`src/rtl/b64d_pkg.sv`:
```
// Shared types and constants for the base64 stream decoder.
`timescale 1ns / 1ps
`default_nettype none
package b64d_pkg;

  localparam int unsigned CharW   = 8;
  localparam int unsigned SextetW = 6;
  localparam int unsigned StoreW  = 12;
  localparam int unsigned HeldW   = 4;
  localparam int unsigned MaxW    = 28;
  localparam int unsigned CharsW  = MaxW + 1;

  localparam logic [MaxW-1:0] MAX_BYTES_RESET = 28'd67108864;

  typedef enum logic [1:0] {
    KIND_SEXTET = 2'd0,
    KIND_SKIP   = 2'd1,
    KIND_PAD    = 2'd2,
    KIND_BAD    = 2'd3
  } char_kind_t;

  typedef struct packed {
    char_kind_t         kind;
    logic [SextetW-1:0] value;
  } char_class_t;

  typedef struct packed {
    logic             has_result;
    logic             byte_valid;
    logic [CharW-1:0] data_byte;
    logic             stream_end;
    logic             stream_ok;
  } result_t;

endpackage
`default_nettype wire

```
`src/rtl/b64d_classify.sv`:
```
// Character classifier: maps one ASCII code to a base64 kind and 6-bit value.
`timescale 1ns / 1ps
`default_nettype none
module b64d_classify
  import b64d_pkg::*;
(
  input  wire logic [CharW-1:0] char_code,
  output char_class_t           char_class
);

  localparam logic [CharW-1:0] ChUpperA = 8'h41;
  localparam logic [CharW-1:0] ChUpperZ = 8'h5A;
  localparam logic [CharW-1:0] ChLowerA = 8'h61;
  localparam logic [CharW-1:0] ChLowerZ = 8'h7A;
  localparam logic [CharW-1:0] ChZero   = 8'h30;
  localparam logic [CharW-1:0] ChNine   = 8'h39;
  localparam logic [CharW-1:0] ChPlus   = 8'h2B;
  localparam logic [CharW-1:0] ChSlash  = 8'h2F;
  localparam logic [CharW-1:0] ChEqual  = 8'h3D;
  localparam logic [CharW-1:0] ChCr     = 8'h0D;
  localparam logic [CharW-1:0] ChLf     = 8'h0A;
  localparam logic [CharW-1:0] ChSpace  = 8'h20;
  localparam logic [CharW-1:0] ChTab    = 8'h09;

  localparam logic [CharW-1:0] OffLower = 8'd71;  // 'a' - 26
  localparam logic [CharW-1:0] OffDigit = 8'd252; // '0' - 52, mod 256

  logic [CharW-1:0] diff;

  always_comb begin
    diff             = '0;
    char_class.kind  = KIND_BAD;
    char_class.value = '0;
    case (char_code) inside
      [ChUpperA:ChUpperZ]: begin
        diff             = char_code - ChUpperA;
        char_class.kind  = KIND_SEXTET;
        char_class.value = diff[SextetW-1:0];
      end
      [ChLowerA:ChLowerZ]: begin
        diff             = char_code - OffLower;
        char_class.kind  = KIND_SEXTET;
        char_class.value = diff[SextetW-1:0];
      end
      [ChZero:ChNine]: begin
        diff             = char_code - OffDigit;
        char_class.kind  = KIND_SEXTET;
        char_class.value = diff[SextetW-1:0];
      end
      ChPlus: begin
        char_class.kind  = KIND_SEXTET;
        char_class.value = 6'd62;
      end
      ChSlash: begin
        char_class.kind  = KIND_SEXTET;
        char_class.value = 6'd63;
      end
      ChEqual: begin
        char_class.kind = KIND_PAD;
      end
      ChCr, ChLf, ChSpace, ChTab: begin
        char_class.kind = KIND_SKIP;
      end
      default: begin
        char_class.kind = KIND_BAD;
      end
    endcase
  end

endmodule
`default_nettype wire

```
`src/rtl/b64d_core.sv`:
```
// Decode state: bit store, counters, pad and error flags, and the per-character step.
`timescale 1ns / 1ps
`default_nettype none
module b64d_core
  import b64d_pkg::*;
(
  input  wire logic            clk,
  input  wire logic            rst_n,
  input  wire logic            step,
  input  char_class_t          char_class,
  input  wire logic            last_char,
  input  wire logic [MaxW-1:0] max_bytes,
  output result_t              result
);

  logic [StoreW-1:0] store_r, store_nxt;
  logic [HeldW-1:0]  held_r, held_nxt;
  logic              pad_r, pad_nxt;
  logic              err_r, err_nxt;
  logic [MaxW-1:0]   bytes_r, bytes_nxt;
  logic [CharsW-1:0] chars_r, chars_nxt;

  logic [StoreW-1:0] packed_bits;
  logic [HeldW-1:0]  held_sum;
  logic [HeldW-1:0]  held_left;
  logic [CharW-1:0]  byte_val;
  logic              have_byte;

  always_comb begin
    chars_nxt   = (chars_r == '1) ? chars_r : chars_r + 1'b1;
    store_nxt   = store_r;
    held_nxt    = held_r;
    pad_nxt     = pad_r;
    bytes_nxt   = bytes_r;
    err_nxt     = err_r | (chars_nxt > {max_bytes, 1'b0});
    packed_bits = {store_r[SextetW-1:0], char_class.value};
    held_sum    = held_r + HeldW'(SextetW);
    held_left   = held_sum - HeldW'(CharW);
    byte_val    = '0;
    have_byte   = 1'b0;

    if (!err_nxt) begin
      case (char_class.kind)
        KIND_PAD:  pad_nxt = 1'b1;
        KIND_SKIP: ;
        KIND_BAD:  err_nxt = 1'b1;
        KIND_SEXTET: begin
          if (pad_r) begin
            err_nxt = 1'b1;
          end else if (held_sum >= HeldW'(CharW)) begin
            held_nxt = held_left;
            // held count is always even and at most four after a byte leaves
            case (held_left)
              4'd2: begin
                byte_val  = packed_bits[9:2];
                store_nxt = {10'd0, packed_bits[1:0]};
              end
              4'd4: begin
                byte_val  = packed_bits[11:4];
                store_nxt = {8'd0, packed_bits[3:0]};
              end
              default: begin
                byte_val  = packed_bits[7:0];
                store_nxt = '0;
              end
            endcase
            if (bytes_r >= max_bytes) begin
              err_nxt = 1'b1;
            end else begin
              bytes_nxt = bytes_r + 1'b1;
              have_byte = 1'b1;
            end
          end else begin
            store_nxt = packed_bits;
            held_nxt  = held_sum;
          end
        end
        default: err_nxt = 1'b1;
      endcase
    end

    result.has_result = have_byte | last_char;
    result.byte_valid = have_byte;
    result.data_byte  = have_byte ? byte_val : '0;
    result.stream_end = last_char;
    result.stream_ok  = last_char & ~err_nxt & (bytes_nxt != '0);

    if (last_char) begin
      store_nxt = '0;
      held_nxt  = '0;
      pad_nxt   = 1'b0;
      err_nxt   = 1'b0;
      bytes_nxt = '0;
      chars_nxt = '0;
    end
  end

  always_ff @(posedge clk) begin
    if (!rst_n) begin
      store_r <= '0;
      held_r  <= '0;
      pad_r   <= 1'b0;
      err_r   <= 1'b0;
      bytes_r <= '0;
      chars_r <= '0;
    end else if (step) begin
      store_r <= store_nxt;
      held_r  <= held_nxt;
      pad_r   <= pad_nxt;
      err_r   <= err_nxt;
      bytes_r <= bytes_nxt;
      chars_r <= chars_nxt;
    end
  end

endmodule
`default_nettype wire

```
`src/rtl/base64_stream_decoder.sv`:
```
// Top level of the base64 stream decoder: channel registers, config register, assertions.
//
// Usage:
//   in_*  : one ASCII character per transaction in in_tdata, in_tlast on the
//           final character of an encoded text.
//   out_* : at most one transaction per character. out_tuser marks a decoded
//           byte in out_tdata[7:0]; out_tlast marks the end of a text, with
//           out_tdata[8] high when the text decoded without error into at
//           least one byte. Characters that yield neither give no transaction.
//   cfg_* : writes max_bytes; always ready. Write only while the block is idle.
// Path: an accepted character waits in the input register, and its result is
//   loaded into the output register when the decode step advances.
// Throughput: one character per cycle while the output is not stalled, set by
//   the decode step between the input register and the output register.
// Reset: both registers empty, decode state cleared, max_bytes = 2**26.
//   No clearing pass is needed.
// Stall: while out_tready is low and a result waits, the input register
//   holds its character and in_tready drops once it is full.
`timescale 1ns / 1ps
`default_nettype none
module base64_stream_decoder
  import b64d_pkg::*;
(
  input  wire logic             clk,
  input  wire logic             rst_n,
  // input channel
  input  wire logic             in_tvalid,
  output logic                  in_tready,
  input  wire logic [7:0]       in_tdata,  // [7:0] char_code
  input  wire logic             in_tlast,  // last_char
  // result channel
  output logic                  out_tvalid,
  input  wire logic             out_tready,
  output logic [15:0]           out_tdata, // [7:0] data_byte, [8] stream_ok, rest zero
  output logic                  out_tuser, // [0] byte_valid
  output logic                  out_tlast, // stream_end
  // configuration
  input  wire logic             cfg_valid,
  output logic                  cfg_ready,
  input  wire logic [MaxW-1:0]  cfg_data   // max_bytes
);

  logic              in_valid_r;
  logic [CharW-1:0]  in_char_r;
  logic              in_last_r;
  logic              out_valid_r;
  logic [CharW-1:0]  out_byte_r;
  logic              out_ok_r;
  logic              out_user_r;
  logic              out_last_r;
  logic [MaxW-1:0]   max_bytes_r;

  logic              advance;
  char_class_t       char_class;
  result_t           result;

  // Move the held character through the decode step whenever the output
  // register is free or is being drained this cycle.
  assign advance   = in_valid_r & (~out_valid_r | out_tready);
  assign in_tready = ~in_valid_r | advance;
  assign cfg_ready = 1'b1;

  b64d_classify u_classify (
    .char_code  (in_char_r),
    .char_class (char_class)
  );

  b64d_core u_core (
    .clk        (clk),
    .rst_n      (rst_n),
    .step       (advance),
    .char_class (char_class),
    .last_char  (in_last_r),
    .max_bytes  (max_bytes_r),
    .result     (result)
  );

  // Input register: capture a character on each input transaction.
  always_ff @(posedge clk) begin
    if (!rst_n) begin
      in_valid_r <= 1'b0;
    end else if (in_tready) begin
      in_valid_r <= in_tvalid;
    end
  end

  always_ff @(posedge clk) begin
    if (in_tvalid && in_tready) begin
      in_char_r <= in_tdata;
      in_last_r <= in_tlast;
    end
  end

  // Output register: load a result, or drop valid once it is taken.
  always_ff @(posedge clk) begin
    if (!rst_n) begin
      out_valid_r <= 1'b0;
    end else if (advance) begin
      out_valid_r <= result.has_result;
    end else if (out_tready) begin
      out_valid_r <= 1'b0;
    end
  end

  always_ff @(posedge clk) begin
    if (advance) begin
      out_byte_r <= result.data_byte;
      out_ok_r   <= result.stream_ok;
      out_user_r <= result.byte_valid;
      out_last_r <= result.stream_end;
    end
  end

  // Configuration register.
  always_ff @(posedge clk) begin
    if (!rst_n) begin
      max_bytes_r <= MAX_BYTES_RESET;
    end else if (cfg_valid && cfg_ready) begin
      max_bytes_r <= cfg_data;
    end
  end

  assign out_tvalid = out_valid_r;
  assign out_tdata  = {7'd0, out_ok_r, out_byte_r};
  assign out_tuser  = out_user_r;
  assign out_tlast  = out_last_r;

  // A result with no decoded byte exists only to close a text.
  a_nobyte_is_end: assert property (@(posedge clk) disable iff (!rst_n)
    (out_tvalid && !out_tuser) |-> out_tlast)
    else $error("result without byte and without stream end");

  // Success is reported only at the end of a text.
  a_ok_only_at_end: assert property (@(posedge clk) disable iff (!rst_n)
    (out_tvalid && !out_tlast) |-> !out_tdata[8])
    else $error("stream_ok set before stream end");

  // The byte field reads zero whenever a result carries no decoded byte.
  a_byte_zero_when_absent: assert property (@(posedge clk) disable iff (!rst_n)
    (out_tvalid && !out_tuser) |-> (out_tdata[7:0] == 8'd0))
    else $error("data_byte nonzero without byte_valid");

  // A held result is not overwritten while the receiver stalls.
  a_stall_no_advance: assert property (@(posedge clk) disable iff (!rst_n)
    (out_valid_r && !out_tready) |-> !advance)
    else $error("decode step advanced into a stalled output register");

endmodule
`default_nettype wire

```
`config.mk`:
```
export PLATFORM = sky130hd
export DESIGN_NAME = base64_stream_decoder
export DESIGN_NICKNAME = d
export VERILOG_FILES = /design/src/rtl/b64d_pkg.sv /design/src/rtl/b64d_classify.sv /design/src/rtl/b64d_core.sv /design/src/rtl/base64_stream_decoder.sv
export SDC_FILE = /design/constraint.sdc
export NUM_CORES = 1
export LEC_CHECK = 0
export ABC_AREA = 1
export BUFFER_PORTS_ARGS = -buffer_cell sky130_fd_sc_hd__buf_2
export CAP_MARGIN = 20
export CORE_ASPECT_RATIO = 0.9
export CORE_MARGIN = 2
export CORE_UTILIZATION = 45
export DETAILED_ROUTE_END_ITERATION = 8
export GPL_TIMING_DRIVEN = 0
export RECOVER_POWER = 50
export SYNTH_ARGS = -nofsm -noshare
export SYNTH_HDL_FRONTEND = slang
export SYNTH_SLANG_ARGS = --single-unit
```
`constraint.sdc`:
```
create_clock -name clk -period 5.6 [get_ports clk]
set_input_delay 1.12 -clock clk [delete_from_list [all_inputs] [get_ports clk]]
set_output_delay 1.12 -clock clk [all_outputs]
set_load 0.01 [all_outputs]
```
# ---- Word level (Yosys, flattened, before mapping)
# Index checks and enable logic that the tools add are counted.
dict set report classes {
  n_addsub 7
  mul 0
  div_mod_pow 0
  n_lt_le_gt_ge 9
  n_eq_ne 14
  shift 0
  n_mux 48
  bitwise_logic 13
  n_reduce_logical 13
}
# operator n
set ops {}
lappend ops {{$mux 28} 6}
lappend ops {{$mux 6} 10}
lappend ops {{$mux 29} 2}
lappend ops {{$eq 8x6->1 const B} 4}
lappend ops {{$add 29x1->29 const B} 1}
lappend ops {{$eq 29x29->1 const B} 1}
lappend ops {{$gt 29x29->1} 1}
lappend ops {{$add 28x1->28 const B} 1}
lappend ops {{$ge 28x28->1} 1}
lappend ops {{$reduce_bool 28->1} 1}
lappend ops {{$eq 8x4->1 const B} 3}
lappend ops {{$mux 4} 5}
lappend ops {{$ge 8x7->1 const B} 2}
lappend ops {{$le 8x7->1 const B} 2}
lappend ops {{$pmux 8 s2} 1}
lappend ops {{$mux 1} 15}
lappend ops {{$mux 2} 7}
lappend ops {{$ge 8x6->1 const B} 1}
lappend ops {{$le 8x6->1 const B} 1}
lappend ops {{$pmux 4 s2} 1}
lappend ops {{$not 1->1} 6}
lappend ops {{$reduce_bool 2->1} 3}
lappend ops {{$sub 6x1->6 const B} 1}
lappend ops {{$sub 6x3->6 const B} 1}
lappend ops {{other kinds (17)} 27}
dict set report totals {
  regBits 119
  latch_bits 0
  ramBits 0
  mem_bits_ro 0
  output_inout_bits 21
  wordCells 119
  memories 0
}

# ---- Depth between registers and ports, before layout
# Gate-level depths: netlist (run 1).
dict set report depth {
  ltp_word 15
  ltp_mapped 33
}

# ---- Cells and area by module
# Synthesis (run 1) repeated with hierarchy kept, for this count alone.
dict set report hier_totals {
  cells_unflattened 1333
  hier_area_um2 8744.6
}
# module instances cells_per_inst area_each_um2
set by_module_without_submodules {}
lappend by_module_without_submodules {b64d_core 1 1021 6144.6}
lappend by_module_without_submodules {base64_stream_decoder 1 165 1783.0}
lappend by_module_without_submodules {b64d_classify 1 147 817.0}

# ---- Worst setup path after synthesis (run 1)
# No wires, ideal clock.
dict set report synth_path {
  path_type {register to register}
  from {reg u_core.chars_r[0]}
  to {reg out_ok_r (data pin)}
  setup_time_ns 0.252
  arrival_time_ns 3.689
  required_time_ns 5.348
  slack_ns 1.659
  path_stages_with_launch 31
  n_path_buf 1
  period_less_slack_ns 3.941
  cell_sequence {dfxtp_1 -> ha_1 -> clkinv_1 -> nor2_4 -> nand2_4 -> nor2_1 -> nand3_1 -> nor2_1 -> nand2_1 -> nand2_1 -> nor2_1 -> and3_1 -> nand4_1 -> xnor2_1 -> ha_1 -> nand2_1 -> nor2_1 -> nand4_1 -> nor3_2 -> nand2_4 -> a21oi_4 -> nand2_2 -> buf_6 -> nand2_1 -> nand2_1 -> nor2_1 -> nand2_1 -> nor2_1 -> nand2_1 -> nor2_1 -> nor2_1}
}
# item line
set synth_rtl {}
lappend synth_rtl {{start: declaration} b64d_core.sv:21} ;# logic [CharsW-1:0] chars_r, chars_nxt;
lappend synth_rtl {{start signal: assignment} b64d_core.sv:112} ;# chars_r <= chars_nxt;
lappend synth_rtl {{end signal: assignment} base64_stream_decoder.sv:108} ;# out_ok_r <= result.stream_ok;
lappend synth_rtl {{end: declaration} base64_stream_decoder.sv:48} ;# logic out_ok_r;

==> key figures, run 1 <==
Outcome
  – Status: completed

STA
  – Slew Limit Fails: 0
  – Hold Violations, Final: 0
  – Final Skew: 0.0116 ns
  – Final TNS setup: 0 ns
  – Setup violations, final: 0
  – Worst slew pin tran: 0.967 ns
  – Top achievable clock speed: 203 MHz
  – Slew margin rel.: 0.350
  – Min cycle time layout: 4.93 ns
  – Period utilisation layout: 0.880
  – RSZ-0062 raised after global routing: false

Yosys
  – Library cells used by synthesis: 48
  – FF+latch count, synth: 118
  – Xor and xnor area share after synthesis: 0.0333
  – Synth Area in Compound Gates: 0.127
  – Multiplexer share of the synthesized area: 0.00119
  – Area share of fa/ha/maj cells after synthesis: 0.107
  – Top post-synthesis cells by count: nand2_1 (386), inv_1 (137), a21oi_1 (115)
  – Synth area leader: dfxtp_1
  – Yosys warning total: 0
  – Post-Synth Simple-Gate Area: 0.333
  – Synthesized instance count: 1,259
  – Async S/R FF share, synth: 0
  – Cell Area, Synth: 0.00841 mm2
  – Top cells by area, synth: dfxtp_1 (23%), nand2_1 (17%), ha_1 (11%)
  – Main flop type after synthesis: dfxtp_1
  – Largest family of logic cells by synthesized area: simple AND/OR/NAND/NOR gates
  – Sequential-to-total area share from yosys stat: 0.305
  – Mean Syn Cell Area: 6.68 um2
  – Top-count cell post-synth: nand2_1
  – Share of the synthesized area in the top cell type: 0.233
  – Number of synthesized flops with an enable pin: 20

Clock tree
  – Clock net sink count: 118
  – Cts bufs inserted: 17
  – Hold buffer count at cts: 0
  – Deepest clock path buffer count: 2
  – Reg clk slew, reported paths: 0.06 ns
  – Root buf cell: clkbuf_16
  – Post-CTS sizing: 0
  – Post-CTS Setup Bufs: 0
  – CTS tree: done
  – H-tree levels: 4
  – Worst-Skew Late Latency: 0.44 ns

Die
  – IO Pins: 63
  – Initial Util: 0.458
  – Die area: 0.0198 mm2
  – CORE AREA: 0.0183 mm2
  – Die H: 134 um
  – Cell Rows: 47
  – Die width: 148 um

Worst setup path
  – WP buf/inv: 2
  – Reg2reg setup slack: 0.67 ns
  – Crit-path max cell delay: 0.42 ns
  – CP Capture Type: register
  – Worst path required time: 5.78 ns
  – Critical path launch point type: register
  – Crit path DAT: 5.11 ns
  – Delay-heaviest family, CP: simple AND/OR/NAND/NOR gates
  – CP max stage cell: dfxtp_1
  – Setup CP Type: register to register
  – Max FO, Critical Path: 10

Place
  – Port Buffer Count: 53
  – Global placer's final weighted congestion: 0.948
  – Dpl hpwl: 18,600 um

Finish
  – Fin util: 0.525
  – Syn-to-layout area delta: 14.5%
  – Fin nets: 1,452
  – Antenna Cells: 0
  – Multi-input logic area: 0.00509 mm2
  – Fill count: 1,883
  – Fraction of layout cells with a size suffix above 1: 0.0836
  – Reg area: 0.00256 mm2

Drt
  – DRC: 0
  – DRT iter0 DRCs: 481
  – DRT antenna net count: 0
  – Post-DR vias/cell: 5.10
  – Drt wl/cell: 14.9 um
  – Via count: 8,145
  – Drt first pass iters: 5
  – Total Routed Length: 23,900 um

GRT
  – Vias in the first global route: 7,501
  – Met2 Resource Use GR: 0.377
  – Initial antenna violation count: 0
  – Met3 Use GR: 0.0428
  – Pin count of the biggest net entering global routing: 17
  – Met1 track demand over resource: 0.367
  – GRT Max-Usage Layer: met2
  – Total GRT Usage: 0.251
  – GRT overflow: 0
  – First-pass GRT wire length: 39,000 um

Power
  – Cell Pwr Density: 246 mW/mm2
  – Peak VDD IR: 179 uV
  – Leak Pwr: 4.25 nW

Min path
  – HP Class: register to register

Run
  – Max-cap viol count: 0
## worst min-delay path, cell delays in order (launching register included)
cell,delay [ns]
dfxtp_1,0.31
nand3_1,0.08
inv_1,0.03
## metrics by stage
step | total power [mW] | worst slack [ns] | hold WS, ns | std cells | instance area (um2)
floorplan | 1.10 | 1.66 | 0.440 | 1265 | 8430
global placement | 1.18 | 0.706 | 0.455 | 1563 | 9000
detailed placement | 1.18 | 0.679 | 0.456 | 1563 | 9000
CTS | 2.37 | 0.644 | 0.465 | 1595 | 9640
global route | 2.45 | 0.258 | 0.492 | 1596 | 9630
finish | 2.37 | 0.673 | 0.464 | 1596 | 9630
## flip-flops by register name, indices dropped and copies added, names as in the netlist
name	flops
u_core.chars_r	29
max_bytes_r	28
u_core.bytes_r	28
in_char_r	8
out_byte_r	8
u_core.store_r	6
u_core.held_r	3
in_last_r	1
in_valid_r	1
out_ok_r	1
out_tlast	1
out_tuser	1
out_tvalid	1
u_core.err_r	1
u_core.pad_r	1
## per-layer routing
layer  share of wire  wire length [um]  vias to the layer above
met2            0.43             10200                      183
met3           0.051              1210                       34
met1            0.50             12000                     3670
li1                -                 -                     4258
met4           0.019               454                        0
met5               0                 0                        -
## placed cells by master, fill, tap and decap left out, types with 6 or more instances in the layout
master | synthesis | final
ha_1 | 72 | 72
nand4_1 | 28 | 28
nor4_1 | 6 | 6
nand2_1 | 386 | 386
clkbuf_16 | 0 | 17
edfxtp_1 | 20 | 20
xnor2_1 | 15 | 15
o21ai_0 | 48 | 48
clkinv_1 | 3 | 6
nor2_1 | 113 | 113
dfxtp_1 | 98 | 98
buf_2 | 2 | 41
buf_4 | 9 | 9
conb_1 | 2 | 8
a31oi_1 | 8 | 8
nand2_2 | 8 | 8
xor2_1 | 17 | 17
nand3_1 | 58 | 58
a21oi_1 | 115 | 115
nor3_1 | 23 | 23
clkbuf_1 | 27 | 42
o21ai_1 | 8 | 8
inv_1 | 137 | 138
## report_power, final
part / internal [mW] / switching [mW]
logic: 0.0804 / 0.182
registers: 0.891 / 0.0139
clock network: 0.784 / 0.417
## area by class of cell
cell class | count | area share
well taps | 245 | 0.0318
inverters | 142 | 0.0554
multi-input cells | 960 | 0.529
repair buffers | 54 | 0.0265
flip-flops and latches | 118 | 0.266
clock buffers | 18 | 0.0446
plain buffers | 45 | 0.0256
clock inverters | 14 | 0.0213
## worst paths after layout
| path | cells after the start | end | startpoint |
|---|---|---|---|
| setup / recovery | 30 | out_ok_r | u_core.chars_r[0] |
| hold / removal | 2 | u_core.held_r[3] | u_core.held_r[3] |
| setup reg to reg | 30 | out_ok_r | u_core.chars_r[0] |
| hold reg to reg | 2 | u_core.held_r[3] | u_core.held_r[3] |
## cell families after synthesis
logic type      Yosys count
compound gates          198
buf+inv                 187
other cells               2
flops                   118
xor+xnor                 32
mux                       1
simple gates            649
fa+ha+maj                72
Note: power is estimated with default switching activity, not from simulation.
==> inputs of run 2 (changes only) <==
--- a/config.mk
+++ b/config.mk
@@ -5,7 +5,6 @@
 export SDC_FILE = /design/constraint.sdc
 export NUM_CORES = 1
 export LEC_CHECK = 0
-export ABC_AREA = 1
 export BUFFER_PORTS_ARGS = -buffer_cell sky130_fd_sc_hd__buf_2
 export CAP_MARGIN = 20
 export CORE_ASPECT_RATIO = 0.9
==> run 2 against run 1 <==
Net effect: synthesized cell count fell by 19%; setup slack got worse by 0.41 ns; highest routed layer unchanged; routed wire length rose by 6.8%; largest cell class unchanged; combinational power fell by 6%; maximum frequency fell by 7.6%.
==> key figures, run 2 <==
Outcome
  – Status: completed

Finish
  – Largest regs: u_core.chars_r (29), max_bytes_r (28), u_core.bytes_r (28)
  – Post-route cell area: 0.00967 mm2
  – Syn-to-layout area delta: 15.3%
  – Final cell count without fillers: 1,353
  – Largest register FFs: 29
  – Largest Register: u_core.chars_r
  – Fill count: 1,808
  – Most frequent cells in the layout: dfxtp_1 (98), nand2_1 (82), ha_1 (72)
  – Most common cell after layout, fill and taps aside: dfxtp_1
  – Fin nets: 1,208
  – Fraction of layout cells with a size suffix above 1: 0.102

Drt
  – Metal3 WL: 1890 um
  – Total Routed Length: 25,500 um
  – Drt wl/cell: 18.8 um
  – DRT iter0 DRCs: 611
  – DRT antenna net count: 0
  – Total length of routed met2 wires: 11,000 um
  – Post-DR vias/cell: 5.73
  – DRC: 0
  – Metal-1 WL: 12,100 um
  – Drt first pass iters: 5
  – Top sig layer: met4
  – Via count: 7,759

Place
  – Global placer's final weighted congestion: 0.938
  – Placed Cells: 1,318
  – Port Buffer Count: 52
  – Dpl hpwl: 18,900 um
  – Placed cell area: 0.00899 mm2
  – Worst slack, placed: -0.252 ns

Power
  – Cell Pwr Density: 239 mW/mm2
  – Peak VDD IR: 189 uV
  – Cell internal pwr: 1.69 mW
  – Leak Pwr: 3.69 nW
  – Sequential Power Share: 0.389
  – Sw frac: 0.270
  – Clock network fraction of total power: 0.503
  – Comb power frac: 0.107
  – NetSw: 0.623 mW
  – Total chip power: 2.31 mW

STA
  – Worst slew pin tran: 0.961 ns
  – Fin worst setup slack: 0.267 ns
  – Top achievable clock speed: 188 MHz
  – Slew Limit Fails: 0
  – Hold Violations, Final: 0
  – Slew margin rel.: 0.359
  – Setup violations, final: 0
  – Min cycle time layout: 5.33 ns
  – Final Skew: 0.0118 ns
  – Period utilisation layout: 0.952
  – RSZ-0062 raised after global routing: false

Worst setup path
  – Crit-path max cell delay: 0.48 ns
  – Max FO, Critical Path: 10
  – Setup CP Type: register to register
  – Crit path DAT: 5.50 ns
  – Cell-by-cell trace of the critical path: and4_1 -> buf_2 -> nand4_2 -> nor3_4 -> buf_4 -> nor4bb_4 -> and3_1 -> nand4_1 -> xnor2_1 -> ha_1 -> nand4_1 -> nor4_2 -> nand4_1 -> o22a_1 -> clkbuf_2 -> nor3_1 -> mux2i_1 -> o211ai_1 -> o31a_1
  – Critical path launch point type: register
  – Worst path required time: 5.77 ns
  – Most frequent CP cell: nand4_1
  – CP Capture Type: register
  – CP max stage cell: nor4_2

GRT
  – Vias in the first global route: 7,182
  – Initial antenna violation count: 0
  – Pin count of the biggest net entering global routing: 17
  – GRT overflow: 0
  – Total GRT Usage: 0.262
  – First-pass GRT wire length: 39,900 um

Min path
  – HP Class: register to register

Yosys
  – Top-count cell post-synth: dfxtp_1
  – Top cells by area, synth: dfxtp_1 (23%), ha_1 (11%), edfxtp_1 (7.2%)
  – Synthesized instance count: 1,014
  – Yosys warning total: 0
  – Main flop type after synthesis: dfxtp_1
  – Sequential-to-total area share from yosys stat: 0.306
  – Library cells used by synthesis: 72
  – Synth area leader: dfxtp_1
  – Cell Area, Synth: 0.00838 mm2
  – Top post-synthesis cells by count: dfxtp_1 (98), nand2_1 (82), ha_1 (72)
  – Mean Syn Cell Area: 8.27 um2
  – FF+latch count, synth: 118
  – Share of the synthesized area in the top cell type: 0.234
  – Async S/R FF share, synth: 0
  – Number of synthesized flops with an enable pin: 20

Die
  – Die H: 133 um
  – CORE AREA: 0.0183 mm2
  – Die width: 148 um
  – IO Pins: 63
  – Initial Util: 0.457
  – Cell Rows: 47
  – Die area: 0.0197 mm2

Clock tree
  – CTS tree: done
  – Hold buffer count at cts: 0
  – H-tree levels: 4
  – Worst-Skew Late Latency: 0.43 ns
  – Deepest clock path buffer count: 2
  – Cts bufs inserted: 17
  – Root buf cell: clkbuf_16
  – Reg clk slew, reported paths: 0.06 ns
  – Clock net sink count: 118

Run
  – Max-cap viol count: 0
[run 2: cell types whose count changed in the layout (fill, tap and decap cells not counted), sizes merged, moves of 14 or more]
| cell | before | now |
|---|---|---|
| nand2 | 398 | 83 |
| mux2i | 1 | 30 |
| a21oi | 117 | 66 |
| a21boi | 0 | 41 |
| xnor2 | 15 | 31 |
| a22oi | 0 | 25 |
| nand3 | 60 | 39 |
| or3 | 0 | 14 |
| nor2 | 121 | 46 |
| inv | 140 | 55 |
| nor2b | 0 | 54 |
[run 2: power by group through the flow]
| stage | registers (mW) | clock network (mW) | logic (mW) |
|---|---|---|---|
| 2_1_floorplan | 0.914 | 0 | 0.159 |
| 3_3_place_gp | 0.917 | 0 | 0.239 |
| 3_5_place_dp | 0.917 | 0 | 0.241 |
| 4_1_cts | 0.899 | 1.17 | 0.243 |
| 5_1_grt | 0.901 | 1.21 | 0.275 |
| 6_report | 0.899 | 1.16 | 0.247 |
[run 2: cell type report]
class / count / area [um2] / area share
antenna: 1 / 2.50 / 0.000259
clock buffer: 17 / 425 / 0.0440
buffer: 61 / 273 / 0.0282
multi-input combinational: 792 / 5450 / 0.563
sequential: 118 / 2560 / 0.265
inverter: 49 / 184 / 0.0190
timing repair buffer: 55 / 274 / 0.0283
clock inverter: 15 / 191 / 0.0198
tap: 245 / 307 / 0.0317
[run 2: path summary, 6_finish.rpt]
path / start / endpoint / cells after the start / slack (ns)
min: u_core.store_r[4] / u_core.store_r[4] / 2 / 0.48
min reg2reg: u_core.store_r[4] / u_core.store_r[4] / 2 / 0.48
max reg2reg: u_core.chars_r[13] / out_ok_r / 19 / 0.27
max: u_core.chars_r[13] / out_ok_r / 19 / 0.27
[run 2: worst max-delay path, delay by kind of cell (launching register included)]
family	cells	cell delay (ns)
mux	1	0.28
xor+xnor	1	0.18
flops	1	0.37
buf+inv	3	0.56
compound gates	3	0.85
simple gates	10	2.50
fa+ha+maj	1	0.31
[run 2: timing repair]
item                                    CTS  global route
pin swaps                                 0             1
buffers inserted                          0             2
gates resized for setup                   3             8
endpoints found under the setup margin    1             1
[run 2: metrics by stage]
step,setup TNS [ns],hold WS (ns),utilization
after CTS,0,0.478,0.524
after detailed placement,-0.252,0.472,0.490
after floorplan,0,0.441,-
final,0,0.479,0.527
after global placement,-0.287,0.464,0.489
after global routing,0,0.506,0.527
[run 2: layer usage]
metal,track usage,vias up
met5,0,-
met1,0.380,3616
met2,0.393,271
met3,0.0555,44
met4,0.0730,0
li1,-,3828
[run 2: kinds of logic (layout without fill, tap and decap cells)]
logic type      count (synthesis)  count (layout)  synth area share
simple gates                  371             371             0.241
compound gates                266             266             0.208
flops                         118             118             0.306
buf+inv                       110             197            0.0543
fa+ha+maj                      72              72             0.107
xor+xnor                       44              44            0.0460
mux                            31              31            0.0372
other cells                     2               9          0.000896
==> inputs of run 3 (changes only) <==
--- a/config.mk
+++ b/config.mk
@@ -12,6 +12,7 @@
 export CORE_UTILIZATION = 45
 export DETAILED_ROUTE_END_ITERATION = 8
 export GPL_TIMING_DRIVEN = 0
+export PLACE_DENSITY_LB_ADDON = 0.25
 export RECOVER_POWER = 50
 export SYNTH_ARGS = -nofsm -noshare
 export SYNTH_HDL_FRONTEND = slang
==> run 3 against run 2 <==
Net effect: die area stayed put; critical path type unchanged; non-clock buffer count stayed put; critical endpoint unchanged; sequential cell count unchanged.
==> key figures, run 3 (synthesis gave the netlist of run 2 again) <==
Outcome
  – Status: completed

STA
  – Min cycle time layout: 5.41 ns
  – Hold WS: 0.475 ns
  – Slew Limit Fails: 0
  – Hold Violations, Final: 0
  – Top achievable clock speed: 185 MHz
  – Final TNS setup: 0 ns
  – Slew margin rel.: 0.368
  – Period utilisation layout: 0.965
  – Setup violations, final: 0
  – Fin worst setup slack: 0.193 ns
  – Final Skew: 0.0115 ns
  – Worst slew pin tran: 0.949 ns

Drt
  – DRT iter0 DRCs: 845
  – DRC: 0
  – Drt wl/cell: 18.3 um
  – Drt first pass iters: 5
  – Total Routed Length: 24,800 um
  – Via count: 7,855
  – DRT antenna net count: 0
  – Post-DR vias/cell: 5.81

Place
  – Dpl hpwl: 18,500 um
  – Placed cell area: 0.00900 mm2
  – Global placer's final weighted congestion: 0.943
  – Placed Cells: 1,318
  – Port Buffer Count: 52
  – Worst slack, placed: -0.413 ns

Finish
  – Post-route cell area: 0.00966 mm2
  – Largest regs: u_core.chars_r (29), max_bytes_r (28), u_core.bytes_r (28)
  – Fin nets: 1,208
  – Final cell count without fillers: 1,352
  – Largest Register: u_core.chars_r
  – Antenna Cells: 0
  – Most common cell after layout, fill and taps aside: dfxtp_1
  – Reg area: 0.00256 mm2
  – Fill count: 1,767
  – Largest register FFs: 29
  – Fin util: 0.526
  – Most frequent cells in the layout: dfxtp_1 (98), nand2_1 (82), ha_1 (72)
  – Multi-input logic area: 0.00545 mm2
  – Fraction of layout cells with a size suffix above 1: 0.103
  – Syn-to-layout area delta: 15.2%

Clock tree
  – Root buf cell: clkbuf_16
  – Hold buffer count at cts: 0
  – H-tree levels: 4
  – CTS tree: done
  – Cts bufs inserted: 17
  – Clock net sink count: 118
  – Reg clk slew, reported paths: 0.06 ns
  – Worst-Skew Late Latency: 0.44 ns
  – Deepest clock path buffer count: 2

Die
  – CORE AREA: 0.0183 mm2
  – Die area: 0.0197 mm2
  – Cell Rows: 47
  – Initial Util: 0.457
  – IO Pins: 63
  – Die width: 148 um
  – Die H: 133 um

Worst setup path
  – Setup CP Type: register to register
  – CP Capture Type: register
  – Critical R2R Launch: u_core.chars_r[13]
  – Crit path DAT: 5.58 ns
  – Worst path required time: 5.77 ns
  – Critical path launch point type: register
  – Critical path launch point: u_core.chars_r[13]
  – Max FO, Critical Path: 10

Power
  – Total chip power: 2.25 mW
  – Leak Pwr: 3.69 nW
  – Cell Pwr Density: 233 mW/mm2
  – Peak VDD IR: 206 uV

Run
  – Max-cap viol count: 0

GRT
  – Vias in the first global route: 7,269
  – GRT overflow: 0
  – First-pass GRT wire length: 38,800 um
  – Pin count of the biggest net entering global routing: 17
  – Total GRT Usage: 0.253
  – Initial antenna violation count: 0

Min path
  – HP Class: register to register
  – Hold Path Origin: u_core.store_r[5]
==> run 3: what timing repair did <==
action                                  CTS  global route
endpoints found under the setup margin    2             5
gates resized for setup                   4             8
pin swaps                                 0             1
buffers inserted                          0             2
==> run 3: final cells by class <==
| type | count | area share |
|---|---|---|
| Clock buffer | 20 | 0.0496 |
| Tap cell | 245 | 0.0317 |
| Timing Repair Buffer | 55 | 0.0298 |
| Buffer | 61 | 0.0284 |
| Sequential cell | 118 | 0.265 |
| Inverter | 49 | 0.0190 |
| Clock inverter | 12 | 0.0120 |
| Multi-Input combinational cell | 792 | 0.564 |
==> run 3: routing by layer <==
| metal | vias to the layer above | GRT usage | wire length [um] | part of all wire |
|---|---|---|---|---|
| li1 | 3834 | - | - | - |
| met1 | 3715 | 0.354 | 11600 | 0.47 |
| met2 | 264 | 0.393 | 11100 | 0.45 |
| met3 | 42 | 0.0579 | 1640 | 0.066 |
| met4 | 0 | 0.0741 | 493 | 0.020 |
| met5 | - | 0 | 0 | 0 |
==> run 3: path summary, 6_finish.rpt <==
| path | cells past startpoint | slack (ns) | endpoint |
|---|---|---|---|
| worst max-delay path | 20 | 0.19 | out_ok_r |
| worst max register to register | 20 | 0.19 | out_ok_r |
| worst min-delay path | 2 | 0.47 | u_core.store_r[5] |
| worst min register to register | 2 | 0.47 | u_core.store_r[5] |
==> run 3: power breakdown <==
group | switching (mW) | total [mW] | internal (mW)
clock | 0.436 | 1.10 | 0.668
combinational | 0.157 | 0.249 | 0.0925
sequential | 0.0141 | 0.898 | 0.884
==> run 3: critical path, cell delays in order, from the launching register on <==
cell and delay [ns]:
dfxtp_1 0.38, and4_1 0.17, buf_2 0.16, nand4_2 0.13, nor3_4 0.07, buf_4 0.16, nor4bb_4 0.42, and3_1 0.32
nand4_1 0.14, xnor2_1 0.18, ha_1 0.31, nand4_1 0.23, nor4_4 0.47, nand2_1 0.09, o211ai_1 0.20, o22a_1 0.41
clkbuf_2 0.31, nor4_1 0.09, nor4_1 0.37, nand4_1 0.19, o31a_1 0.34
